**config.mk**
```make
export PLATFORM = sky130hd
export DESIGN_NAME = plt_div
export DESIGN_NICKNAME = d
export VERILOG_FILES = /design/src/hw/rtl/plt_pkg.sv /design/src/hw/rtl/plt_div.sv
export SDC_FILE = /design/constraint.sdc
export NUM_CORES = 1
export LEC_CHECK = 0
export ABC_AREA = 1
export BUFFER_PORTS_ARGS = -buffer_cell sky130_fd_sc_hd__buf_2
export CAP_MARGIN = 20
export CORE_UTILIZATION = 49
export CTS_BUF_LIST = sky130_fd_sc_hd__clkbuf_8
export DETAILED_ROUTE_END_ITERATION = 10
export PLACE_DENSITY_LB_ADDON = 0.3
export SLEW_MARGIN = 0
export SYNTH_ARGS = -nofsm -noshare
export SYNTH_HDL_FRONTEND = slang
export SYNTH_SLANG_ARGS = --single-unit
```
**constraint.sdc**
```tcl
create_clock -name clk -period 2.6 [get_ports clk]
set_input_delay 0.13 -clock clk [delete_from_list [all_inputs] [get_ports clk]]
set_output_delay 0.13 -clock clk [all_outputs]
set_load 0.01 [all_outputs]
```
**src/hw/rtl/plt_pkg.sv**
```systemverilog
// Package for the piecewise linear table interpolator: word types, function
// codes and the fixed datapath widths. No dependencies; every other file of
// the block imports it.
package plt_pkg;

  // Function codes of an input word.
  localparam logic FUNC_WRITE = 1'b0;
  localparam logic FUNC_QUERY = 1'b1;

  localparam int COUNT_W = 10;   // entry_count register
  localparam int INDEX_W = 9;    // entry_index field
  localparam int BP_W    = 16;   // integer breakpoint
  localparam int VAL_W   = 32;   // Q16.16 value and point
  localparam int FRAC_W  = 16;   // fraction bits of Q16.16

  // Multiplier: 33-bit magnitude times 33-bit magnitude, two 17-bit digits.
  localparam int MUL_A_W     = 33;
  localparam int MUL_DIGIT_W = 17;
  localparam int MUL_DIGITS  = 2;
  localparam int MUL_B_W     = MUL_DIGIT_W * MUL_DIGITS;
  localparam int PP_W        = MUL_A_W + MUL_DIGIT_W;
  localparam int PROD_W      = 66;

  // Divider: product without its fraction bits over the breakpoint span.
  localparam int DIVIDEND_W = 49;
  localparam int DIVISOR_W  = 16;
  localparam int DIV_CNT_W  = 6;

  // Signed result before saturation.
  localparam int RES_W = 50;
  localparam logic signed [RES_W-1:0] RES_MAX = RES_W'(32'h7fff_ffff);
  localparam logic signed [RES_W-1:0] RES_MIN = -RES_MAX - RES_W'(1);

  typedef struct packed {
    logic                    func;
    logic [INDEX_W-1:0]      entry_index;
    logic signed [BP_W-1:0]  entry_breakpoint;
    logic signed [VAL_W-1:0] entry_value;
    logic signed [VAL_W-1:0] query_point;
  } plt_in_t;

  typedef struct packed {
    logic signed [VAL_W-1:0] interp_value;
    logic                    saturated;
  } plt_out_t;

  // One table entry as held in the memories.
  typedef struct packed {
    logic signed [BP_W-1:0]  bp;
    logic signed [VAL_W-1:0] val;
  } plt_entry_t;

endpackage

```
**src/hw/rtl/plt_div.sv**
```systemverilog
// Restoring divider of the interpolator: one quotient bit per cycle, the
// quotient shifts into the dividend register. Depends on plt_pkg.
module plt_div import plt_pkg::*; (
  input  logic                  clk,
  input  logic                  rst_n,
  input  logic                  start,
  input  logic [DIVIDEND_W-1:0] dividend,
  input  logic [DIVISOR_W-1:0]  divisor,
  output logic                  done,
  output logic [DIVIDEND_W-1:0] quotient
);

  localparam logic [DIV_CNT_W-1:0] CNT_LAST = DIV_CNT_W'(DIVIDEND_W - 1);

  logic                  busy_r;
  logic                  done_r;
  logic [DIV_CNT_W-1:0]  cnt_r;
  logic [DIVIDEND_W-1:0] work_r;
  logic [DIVISOR_W-1:0]  rem_r;
  logic [DIVISOR_W-1:0]  rem_nxt;
  logic [DIVISOR_W:0]    trial;
  logic                  fits;

  // The remainder stays below the divisor, so the trial value has one bit more.
  assign trial   = {rem_r, work_r[DIVIDEND_W-1]};
  assign fits    = trial >= {1'b0, divisor};
  assign rem_nxt = fits ? DIVISOR_W'(trial - {1'b0, divisor}) : trial[DIVISOR_W-1:0];

  always_ff @(posedge clk) begin
    if (!rst_n) begin
      busy_r <= 1'b0;
      done_r <= 1'b0;
      cnt_r  <= '0;
    end else begin
      done_r <= busy_r && (cnt_r == CNT_LAST);
      if (start) begin
        busy_r <= 1'b1;
        cnt_r  <= '0;
      end else if (busy_r) begin
        cnt_r <= cnt_r + DIV_CNT_W'(1);
        if (cnt_r == CNT_LAST) begin
          busy_r <= 1'b0;
        end
      end
    end
  end

  always_ff @(posedge clk) begin
    if (start) begin
      work_r <= dividend;
      rem_r  <= '0;
    end else if (busy_r) begin
      work_r <= {work_r[DIVIDEND_W-2:0], fits};
      rem_r  <= rem_nxt;
    end
  end

  assign done     = done_r;
  assign quotient = work_r;

endmodule

```
* Word level (Yosys, flattened, before mapping)
Cells that the tools add are included.
** Storage, ports and cells
- Flip-flop bits (word level) :: 73
- Input bits :: 68
- Word-level logic and storage cells :: 19
** Operators by class
- Multiplexer cells :: 6
- Reductions and logical operators :: 3
- Add/sub/neg operators :: 2
- Equal/unequal tests :: 1
- Bitwise gates (word level) :: 1
- Order comparisons :: 1
** Operators by type and width (number)
- two-way mux 49 bit :: 2
- >= comparator 17 x 16 -> 1 bit :: 1
- two-way mux 16 bit :: 1
- subtractor 16 bit :: 1
- adder 6 x 1 -> 6 bit (second input constant) :: 1
- equality test 6 bit (second input constant) :: 1
- two-way mux 1 bit :: 3
- nonzero test 2 bit :: 1
- OR reduction 2 bit :: 1
- logical AND 1 bit :: 1
- NOT 1 bit :: 1

* Depth between registers and ports, before layout
- Depth after elaboration :: 4
- Mapped depth :: 14

* Worst setup path after synthesis
OpenSTA, ideal clock, no wires.
- Path type :: register to register
- From :: register busy_r
- To :: register work_r[0], in the netlist quotient[0], enable pin
- Arrival time :: 1559 ps
- Stages on the path, launching flop included :: 3
- Path buffers :: 0
- Setup time :: 408 ps
- Slack :: 633 ps
- Cell sequence :: dfxtp_1 nor2_2 inv_1
** On the way
- Cells in the longest elaborated chain, start to end :: 1
** RTL lines
- start: declaration :: RTL line plt_div.sv:15 : logic busy_r;
- start signal: assignment :: RTL line plt_div.sv:31 : busy_r <= 1'b0;
- start signal: assignment :: RTL line plt_div.sv:37 : busy_r <= 1'b1;
- start signal: assignment :: RTL line plt_div.sv:42 : busy_r <= 1'b0;
- nonzero test 2 bit (no source line)
- end signal: assignment :: RTL line plt_div.sv:50 : work_r <= dividend;
- end signal: assignment :: RTL line plt_div.sv:53 : work_r <= {work_r[DIVIDEND_W-2:0], fits};
- end: declaration :: RTL line plt_div.sv:18 : logic [DIVIDEND_W-1:0] work_r;
Every way passes these cells.
A chain may end at the register's enable or synchronous reset.

* Worst setup path in the final report
- From :: register rem_r[13]
- To :: register rem_r[1]
** On the way
- Cells in the longest elaborated chain, start to end :: 2
** RTL lines
- start: declaration :: RTL line plt_div.sv:19 : logic [DIVISOR_W-1:0] rem_r;
- start signal: assignment :: RTL line plt_div.sv:54 : rem_r <= rem_nxt;
- >= comparator 17 x 16 -> 1 bit :: RTL line plt_div.sv:26 : assign fits = trial >= {1'b0, divisor};
- two-way mux 16 bit :: RTL line plt_div.sv:27 : assign rem_nxt = fits ? DIVISOR_W'(trial - {1'b0, divisor}) : trial[DIVISOR_W-1:0];
Every way passes these cells.

==> impl_metrics.env <==
export IMPL_cts_resized=0
export IMPL_worst_pin_slew_ns=0.4959
export IMPL_fin_tns_setup_ns=0
export IMPL_syn_area_per_cell_um2=7.405
export IMPL_hold_buffers=0
export IMPL_grt_pass1_wl_um=16150
export IMPL_drt_initial_drc_count=146
export IMPL_track_usage=0.2322
export IMPL_skew_ns=0.006205
export IMPL_p_per_area_nw_per_um2=562.4
export IMPL_antenna_found_initial=0
export IMPL_wl_per_cell_um=12.93
export IMPL_vias_per_cell=4.984
export IMPL_yosys_register_bits=73
export IMPL_status="finished clean"
export IMPL_yosysWarnings=0
export IMPL_gp_congestion=1.036
export IMPL_regArea_um2=1952
export IMPL_clock_path_buffers=2
export IMPL_max_freq_mhz=476.5
export IMPL_drive_gt1_frac=0.2189
export IMPL_required_ns=2.87
export IMPL_die_h_um=95.38
export IMPL_synthesis_nets=664
export IMPL_fin_ws_ns=0.5015
export IMPL_nFillCells=774
export IMPL_clockRootBuffer="clkbuf_8"
export IMPL_grt_ovfl_total=0
export IMPL_timing_worst_setup_path_type="register to register"
export IMPL_leakage_nw=2.830
export IMPL_start_kind="register"
export IMPL_syn_inst=577
export IMPL_coreArea_um2=8341
export IMPL_rsz0062_at_grt="no"
export IMPL_tritoncts="built"
export IMPL_postCtsSetupBuffers=0
export IMPL_port_buffer_count=117
export IMPL_slew_headroom=0.6689
export IMPL_netlist_area_um2=4273
export IMPL_ir_worst_vdd_uv=365.1
export IMPL_worstHoldPathType="input pin to register"
export IMPL_pin_count=118
export IMPL_die_area_um2=9097
export IMPL_final_hold_viol_count=0
export IMPL_cp_arrival_ns=2.36
export IMPL_drv_slew=0
export IMPL_max_cap_viol_count=0
export IMPL_insertion_delay_ns=0.35
export IMPL_min_period_ns=2.098
export IMPL_syn_to_final_growth_pct=21.96
export IMPL_ys_seq_area_frac=0.4568
export IMPL_place_ws_ns=0.5517
export IMPL_clkTransAtPathRegs_ns=0.08
export IMPL_ant_nets=0
export IMPL_clkSinkCount=73
export IMPL_setup_viol=0
export IMPL_critPathMaxFanout=18
export IMPL_dr_pass1_iters=4
export IMPL_fin_crit_sh=0.8071
export IMPL_final_cell_mix="nand2_1 (267), buf_2 (117), inv_1 (75), edfxtp_1 (49), nand3_1 (39)"
export IMPL_htree_levels=3
export IMPL_dpl_hpwl_um=7672
export IMPL_die_w_um=95.38
export IMPL_synth_cell_types=34
export IMPL_drt_wl_total_um=10400
export IMPL_crit_path_end_kind="register"
export IMPL_final_common_cell="nand2_1"
export IMPL_vias=4007
export IMPL_antennaDiodeCount=0
export IMPL_cts_made_buffers=9
export IMPL_grt_pass1_vias=3507
export IMPL_multi_input_area_um2=1957
export IMPL_drc=0
export IMPL_grt_max_degree=57
export IMPL_layout_nets=781
export IMPL_rows=33
export IMPL_initial_core_util=0.5123
synth_stat cells, drive strengths merged:
cell type | instances | area [µm²]
a211oi | 1 | 7.510
a21oi | 13 | 72.57
a31oi | 1 | 6.260
buf | 6 | 37.53
clkbuf | 9 | 33.78
dfxtp | 24 | 480.5
edfxtp | 49 | 1471
fa | 1 | 20.02
ha | 18 | 225.2
inv | 78 | 292.8
nand2 | 270 | 1031
nand3 | 42 | 225.2
nand3b | 7 | 52.55
nand4 | 4 | 25.02
nor2 | 24 | 105.1
nor3 | 10 | 50.05
nor3b | 2 | 15.01
o21a | 1 | 7.510
o21ai | 10 | 53.80
o21bai | 1 | 7.510
xnor2 | 4 | 35.03
xor2 | 2 | 17.52
power by group:
| group | leakage [nW] | internal [mW] | switching (mW) |
|---|---|---|---|
| sequential | 0.698 | 1.34 | 0.0450 |
| combinational | 2.01 | 0.168 | 0.260 |
| clock | 0.127 | 0.669 | 0.445 |
final timing paths:
path,startpoint,to,slack (ns),cells after the start
setup / recovery,rem_r[13]$_SDFFE_PP0P_,rem_r[1]$_SDFFE_PP0P_,0.50,9
hold / removal,dividend[15],quotient[15]$_DFFE_PP_,0.05,3
setup reg to reg,rem_r[13]$_SDFFE_PP0P_,rem_r[1]$_SDFFE_PP0P_,0.50,9
hold reg to reg,rem_r[5]$_SDFFE_PP0P_,rem_r[5]$_SDFFE_PP0P_,0.48,2
cell type report:
class	count	share of cell area
Timing Repair Buffer	121	0.1205
Clock inverter	6	0.02161
Multi-Input combinational cell	411	0.3755
Clock buffer	10	0.02641
Tap cell	105	0.02521
Sequential cell	73	0.3745
Inverter	78	0.05618
logic make-up (layout without fill, tap and decap cells):
family | after synthesis | in the layout | synth area share
flip-flops | 73 | 73 | 0.4568
buffers and inverters | 93 | 215 | 0.08521
XOR/XNOR | 6 | 6 | 0.01230
adder cells (fa/ha/maj) | 19 | 19 | 0.05739
AO/OA/AOI/OAI | 27 | 27 | 0.03631
AND/OR/NAND/NOR | 359 | 359 | 0.3520
metrics by stage:
step | instances | utilization | total power, mW | instance area, µm² | hold slack [ns]
after global routing | 804 | 0.6248 | 3.060 | 5211 | 0.03663
after global placement | 787 | 0.5924 | 1.828 | 4941 | 0.3995
final | 804 | 0.6248 | 2.931 | 5211 | 0.04732
after floorplan | 577 | - | 1.648 | 4273 | 0.2621
after detailed placement | 787 | 0.5924 | 1.838 | 4941 | 0.4075
after CTS | 803 | 0.6224 | 2.944 | 5191 | 0.02786
critical path: stages (launching register included):
cell and delay [ns]:
dfxtp_1 0.34, ha_1 0.38, a21oi_2 0.20, o21a_1 0.15, nand2_1 0.09, nor2_4 0.36, nand2_4 0.22, nand2_1 0.12
nand3_1 0.07, o21ai_0 0.09
registers in the layout, indices dropped and copies added (netlist names):
signal	flops
done	1
cnt_r	6
rem_r	16
busy_r	1
quotient	49
routing by layer:
metal	vias up	routed length (µm)	track usage
met5	-	0	0
met4	0	136	0.07463
met3	17	623	0.05821
met2	136	5085	0.3792
met1	1803	4553	0.3014
li1	2051	-	-
(Power assumes the default switching activity.)
