### src/hw/rtl/plt_pkg.sv
// Package for the piecewise linear table interpolator: word types, function
// codes and the fixed datapath widths. No dependencies; every other file of
// the block imports it.
package plt_pkg;

  // Function codes of an input word.
  localparam logic FUNC_WRITE = 1'b0;
  localparam logic FUNC_QUERY = 1'b1;

  localparam int COUNT_W = 10;   // entry_count register
  localparam int INDEX_W = 9;    // entry_index field
  localparam int BP_W    = 16;   // integer breakpoint
  localparam int VAL_W   = 32;   // Q16.16 value and point
  localparam int FRAC_W  = 16;   // fraction bits of Q16.16

  // Multiplier: 33-bit magnitude times 33-bit magnitude, two 17-bit digits.
  localparam int MUL_A_W     = 33;
  localparam int MUL_DIGIT_W = 17;
  localparam int MUL_DIGITS  = 2;
  localparam int MUL_B_W     = MUL_DIGIT_W * MUL_DIGITS;
  localparam int PP_W        = MUL_A_W + MUL_DIGIT_W;
  localparam int PROD_W      = 66;

  // Divider: product without its fraction bits over the breakpoint span.
  localparam int DIVIDEND_W = 49;
  localparam int DIVISOR_W  = 16;
  localparam int DIV_CNT_W  = 6;

  // Signed result before saturation.
  localparam int RES_W = 50;
  localparam logic signed [RES_W-1:0] RES_MAX = RES_W'(32'h7fff_ffff);
  localparam logic signed [RES_W-1:0] RES_MIN = -RES_MAX - RES_W'(1);

  typedef struct packed {
    logic                    func;
    logic [INDEX_W-1:0]      entry_index;
    logic signed [BP_W-1:0]  entry_breakpoint;
    logic signed [VAL_W-1:0] entry_value;
    logic signed [VAL_W-1:0] query_point;
  } plt_in_t;

  typedef struct packed {
    logic signed [VAL_W-1:0] interp_value;
    logic                    saturated;
  } plt_out_t;

  // One table entry as held in the memories.
  typedef struct packed {
    logic signed [BP_W-1:0]  bp;
    logic signed [VAL_W-1:0] val;
  } plt_entry_t;

endpackage

### src/hw/rtl/plt_mul.sv
// Digit-serial unsigned multiplier of the interpolator: one 33 x 17 partial
// product per cycle, registered, then accumulated. Depends on plt_pkg.
module plt_mul import plt_pkg::*; (
  input  logic               clk,
  input  logic               rst_n,
  input  logic               start,
  input  logic [MUL_A_W-1:0] a,
  input  logic [MUL_A_W-1:0] b,
  output logic               done,
  output logic [PROD_W-1:0]  product
);

  localparam int STEP_W = (MUL_DIGITS > 1) ? $clog2(MUL_DIGITS) : 1;
  localparam logic [STEP_W-1:0] STEP_LAST = STEP_W'(MUL_DIGITS - 1);

  logic                   busy_r;
  logic                   pp_vld_r;
  logic                   done_r;
  logic [STEP_W-1:0]      step_r;
  logic [STEP_W-1:0]      pp_sh_r;
  logic [PP_W-1:0]        pp_r;
  logic [PROD_W-1:0]      acc_r;
  logic [MUL_B_W-1:0]     b_ext;
  logic [MUL_DIGIT_W-1:0] digit;

  assign b_ext = MUL_B_W'(b);
  assign digit = b_ext[MUL_DIGIT_W*step_r +: MUL_DIGIT_W];

  always_ff @(posedge clk) begin
    if (!rst_n) begin
      busy_r   <= 1'b0;
      pp_vld_r <= 1'b0;
      done_r   <= 1'b0;
      step_r   <= '0;
    end else begin
      done_r   <= pp_vld_r && (pp_sh_r == STEP_LAST);
      pp_vld_r <= busy_r;
      if (start) begin
        busy_r <= 1'b1;
        step_r <= '0;
      end else if (busy_r) begin
        step_r <= step_r + STEP_W'(1);
        if (step_r == STEP_LAST) begin
          busy_r <= 1'b0;
        end
      end
    end
  end

  always_ff @(posedge clk) begin
    if (busy_r) begin
      pp_r    <= a * digit;
      pp_sh_r <= step_r;
    end
    if (start) begin
      acc_r <= '0;
    end else if (pp_vld_r) begin
      acc_r <= acc_r + (PROD_W'(pp_r) << (MUL_DIGIT_W * pp_sh_r));
    end
  end

  assign done    = done_r;
  assign product = acc_r;

endmodule

### config.mk
export PLATFORM = sky130hd
export DESIGN_NAME = plt_mul
export DESIGN_NICKNAME = d
export VERILOG_FILES = /design/src/hw/rtl/plt_pkg.sv /design/src/hw/rtl/plt_mul.sv
export SDC_FILE = /design/constraint.sdc
export NUM_CORES = 2
export LEC_CHECK = 0
export ABC_AREA = 0
export BUFFER_PORTS_ARGS = -buffer_cell sky130_fd_sc_hd__buf_2
export CAP_MARGIN = 20
export CORE_AREA = 4 4 158 274
export DETAILED_ROUTE_END_ITERATION = 6
export DIE_AREA = 0 0 162 278
export PLACE_DENSITY = 0.83
export SKIP_LAST_GASP = 1
export SYNTH_ARGS = -nofsm -noshare
export SYNTH_HDL_FRONTEND = slang
export SYNTH_SLANG_ARGS = --single-unit
### constraint.sdc
create_clock -name clk -period 8.57 [get_ports clk]
set_input_delay 0.4285 -clock clk [delete_from_list [all_inputs] [get_ports clk]]
set_output_delay 0.4285 -clock clk [all_outputs]
set_load 0.1 [all_outputs]
; Word-level counts from Yosys, hierarchy flattened
; Index checks and enable logic that the tools add are counted.
[word_totals]
in_bits = 69
register_bits = 121
elab_cells = 20
mem_bits_ro = 0
latchBits = 0
mem_bits_rw = 0
n_memories = 0
output_inout_bits = 67
[op_classes]
bitwise = 1
n_mul = 3
n_shift = 2
n_reduce_logical = 2
n_lt_le_gt_ge = 0
addsub = 2
div_mod_pow = 0
n_eq_ne = 0
muxes = 3
[ops]
columns = op, count
row1 = adder 66 bit, 1
row2 = << shifter 50 x 6 -> 66 bit, 1
row3 = multiplier 33 x 17 -> 50 bit, 1
row4 = indexed part select 34 x 7 -> 17 bit, 1
row5 = "multiplier 5 x 1 -> 6 bit, first input constant", 2
row6 = two-way mux 1 bit, 3
row7 = OR reduction 2 bit, 1
row8 = "adder 1 bit, second input constant", 1
row9 = logical AND 1 bit, 1
row10 = inverter 1 bit, 1

; Longest topological paths before layout
[depth]
ltp_word = 3
depth_mapped = 28
ltp_nobuf = 25

; Worst setup path after synthesis
; OpenSTA, ideal clock, no wires.
[synth_path]
path_type = register -> register
from = register step_r
to = register pp_r[49] (data pin)
period_less_slack_ns = 7.305
t_arrival_ns = 7.045
slack_ns = 1.265
path_stages_with_launch = 28
n_path_buf = 4
cell_sequence = dfxtp_1 -> clkbuf_1 -> clkbuf_1 -> mux2_2 -> clkbuf_1 -> and2_1 -> fa_1 -> inv_1 -> fa_1 -> inv_1 -> fa_1 -> fa_1 -> fa_1 -> inv_1 -> fa_1 -> inv_1 -> ha_1 -> clkbuf_1 -> a21o_1 -> o21bai_1 -> a311oi_1 -> o211ai_1 -> nand2_1 -> o31ai_1 -> a2111oi_0 -> o21ai_1 -> a31oi_1 -> xnor2_1
[synth_via]
elab_chain_cells = 3
[synth_lines]
columns = element, line_no
row1 = from (decl), plt_mul.sv:19  ; logic [STEP_W-1:0] step_r;
row2 = from (signal assigned), plt_mul.sv:42  ; step_r <= step_r + STEP_W'(1);
row3 = multiplier 5 x 1 -> 6 bit, plt_mul.sv:27  ; assign digit = b_ext[MUL_DIGIT_W*step_r +: MUL_DIGIT_W];
row4 = indexed part select 34 x 7 -> 17 bit, plt_mul.sv:27
row5 = multiplier 33 x 17 -> 50 bit, plt_mul.sv:52  ; pp_r <= a * digit;
row6 = to (signal assigned), plt_mul.sv:52
row7 = to (decl), plt_mul.sv:21  ; logic [PP_W-1:0] pp_r;
; Every way passes these cells.
; A chain may end at the register's enable or synchronous reset.

; Worst setup path after layout
[layout_path]
from = register step_r
to = register pp_r[45] (data pin)
; The elaborated chain is that of the path after synthesis.

==> impl_results.md <==
* # rows at 98
* Initial antenna violation count at 0
* Post-CTS Resized at 0
* DR pass1 iterations at 5
* I/O pin count at 136
* Cells after Synth at 3062
* Max-cap violations at 0
* CP delay by family, top: adder cells
* Reg2reg end: pp_r[45]$_DFFE_PP_
* Mux contribution to synthesized area at 3.652%
* Metal3 WL at 4705 um
* Post-CTS Setup Bufs at 0
* Adder-Cell Fraction of Synth Area at 44.20%
* Final-layout fill cell count at 3379
* Vias in the first global route at 23640
* Antenna Nets Post-Route at 0
* Clock Pin Slew Worst Setup and Hold Paths at 60 ps
* Slew headroom at 34.21%
* RSZ-0062 raised after global routing: false
* Worst hold margin at 280.2 ps
* Final Hold Viols at 0
* Fin nets at 3788
* Critical path type: reg -> reg
* Synth Warn # at 0
* CTS Root Cell: clkbuf_16
* Ranking of synthesized cells by area: fa_1 35%, ha_1 9.0%, inv_1 8.0%, nand2_1 6.4%, edfxtp_1 5.8%
* R2r startpoint: step_r$_SDFFE_PP0P_
* Endpoint, Worst Hold: busy_r$_SDFF_PN0_
* Die width at 162 um
* Die area at 45040 um^2
* Area share of the largest cell type after synthesis at 35.25%
* Chip height at 278 um
* Startpoint Class: register
* Detailed Route WL at 74120 um
* Post-Synthesis Cell Area at 26410 um^2
* Worst-Margin Slew at 973.1 ps
* Status: finished clean
* # DRC at 0
* Number of DRC markers in iteration 0 at 1467
* GP Congestion at 0.9753
* Clock latency on the worst-skew pair at 440 ps
* Mapped Nets at 3785
* Synth cell types at 68
* Worst Min Path Start: rst_n
* Crit path DAT at 8420 ps
* Register area share after synthesis at 11.10%
* Routed wire length on met2 at 38610 um
* Critical path required time at 8750 ps
* Initial core utilization at 64.49%
* Worst Clk Skew at 9.710 ps
* Final Setup Violations at 0
* M1 wire length at 25490 um
* Post-synth EDFFs at 51
* Async SR Flop Fraction at 0%
* Hold buffers post-CTS at 0
* DR vias/cell at 5.967
* CTS sink cnt at 121
* Routed wire per std cell at 20.43 um
* GRT Resource Usage Total at 33.71%
* GRT overflow at 0
* N_diodes at 0
* Fin Setup TNS at 0 ps
* Worst path slowest cell: dfxtp_1
* XOR/XNOR Fraction of Synth Area at 3.349%
* Max incr delay on CP at 960 ps
* Worst-path cell chain: mux2_2 > nand2_1 > fa_1 > fa_1 > fa_1 > inv_1 > fa_1 > fa_1 > inv_1 > fa_1 > inv_1 > ha_1 > a21o_1 > o21bai_1 > a311oi_1 > o211ai_1 > nand2_1 > o31ai_1 > a2111oi_0 > o21bai_1 > a21oi_1 > xnor2_1
* Synth area leader: fa_1
* Fin crit share at 96.09%
* Core ar. at 40950 um^2
* Layout cells sized above 1 at 7.960%
* CTS tree: yes
* Avg Cell Area, Syn at 8.626 um^2
* Synth Flop Type: dfxtp_1
* Simple-gate share of the synthesized area at 17.13%
* R2R depth at 22
* Fmax at 121.4 MHz
* # H-tree levels at 4
* Cts bufs inserted at 17
* Area grow syn2layout at 5.254%
* Worst-path maximum fanout at 33
* Via Count at 21650
* Final Max Slew Viols at 0
* Max layer used: met4
* Crit end category: register
* R2R Setup Slk at 330 ps
* Clock Path Buffers at 2
* CP most frequent cell: fa_1
* Synth Register Bits at 121
* Buf/Inv on CP at 3
* Post-DP HPWL at 59370 um
* Port bufs at 135
* Largest net degree at the start of global routing at 79
* Largest family of logic cells by synthesized area: adder cells
* Hold WC Path Type: in -> reg
* Minimum clock period at 8235 ps
* First-pass GRT wire length at 120100 um
* Hold Path Stages at 2
* Post-synthesis compound-gate area fraction at 10.27%
through the flow:
stage               utilization [%]  setup slack (ps)  instance area [um^2]  instances
finish                        67.88             335.0                 27800       3628
global route                  67.88             100.3                 27800       3628
CTS                           67.83             439.4                 27780       3627
detailed placement            66.47             438.0                 27220       3595
global placement              66.47             566.1                 27220       3595
floorplan                         -              1265                 26410       3062
worst max path at each step:
stage                              startpoint            endpoint  slack (ps)  cells after the start
after floorplan           step_r$_SDFFE_PP0P_  pp_r[49]$_DFFE_PP_        1260                     27
after global placement    step_r$_SDFFE_PP0P_  pp_r[49]$_DFFE_PP_         570                     22
after detailed placement  step_r$_SDFFE_PP0P_  pp_r[49]$_DFFE_PP_         440                     22
after CTS                 step_r$_SDFFE_PP0P_  pp_r[49]$_DFFE_PP_         440                     22
after global routing      step_r$_SDFFE_PP0P_  pp_r[49]$_DFFE_PP_         100                     22
final                     step_r$_SDFFE_PP0P_  pp_r[45]$_DFFE_PP_         330                     22
layout make-up:
cell class,count,area [um^2],share of cell area [%]
Multi-Input combinational cell,2219,20760,74.69
Timing Repair Buffer,142,740.7,2.665
Clock inverter,9,66.31,0.2385
Sequential cell,121,2935,10.56
Inverter,564,2117,7.615
Clock buffer,23,489.2,1.760
Tap cell,550,688.2,2.475
kinds of logic after synthesis:
kind of cell	Yosys count
AOI/OAI and AO/OA	425
xor gates and xnor gates	101
muxes	90
adders and majority gates	654
buffers and inverters	722
and+or+nand+nor	949
DFF	121
cell usage after synthesis, types with 5 or more instances:
cell type and count:
a211oi_1 16, a21boi_0 6, a21o_1 64, a21oi_1 139
a31o_2 5, a31oi_1 19, and2_1 242, and3_1 14
buf_1 7, buf_2 6, clkbuf_1 144, dfxtp_1 70
edfxtp_1 51, fa_1 465, ha_1 189, inv_1 563
mux2_2 51, mux2i_1 39, nand2_1 450, nand2b_1 11
nand3_1 16, nand4_1 28, nor2_1 111, nor2b_1 30
nor3_1 21, o211ai_1 5, o21a_1 15, o21ai_0 74
o21bai_1 21, o22ai_1 10, o31ai_1 7, or3_1 7
xnor2_1 62, xor2_1 39
flip-flops by register name, summed over array words and instances (netlist names):
name,flops
done,1
step_r,1
product,66
pp_r,50
busy_r,1
pp_sh_r,1
pp_vld_r,1
layer usage:
metal  track usage (%)  vias to the layer above
li1                  -                     9584
met5                 0                        -
met3             4.475                      348
met2             61.48                     1024
met4             20.51                        0
met1             36.78                    10690
cells in the final DEF, fill, tap and decap left out, types with 62 or more instances in the layout:
master   netlist  final
inv_1        563    563
fa_1         465    465
nand2_1      450    450
and2_1       242    242
ha_1         189    189
a21oi_1      139    139
buf_2          6    135
nor2_1       111    111
o21ai_0       74     74
dfxtp_1       70     68
a21o_1        64     64
xnor2_1       62     62
Power is not shown: default switching activity piles up to over one toggle a cycle in this logic, so the estimate is an artifact.
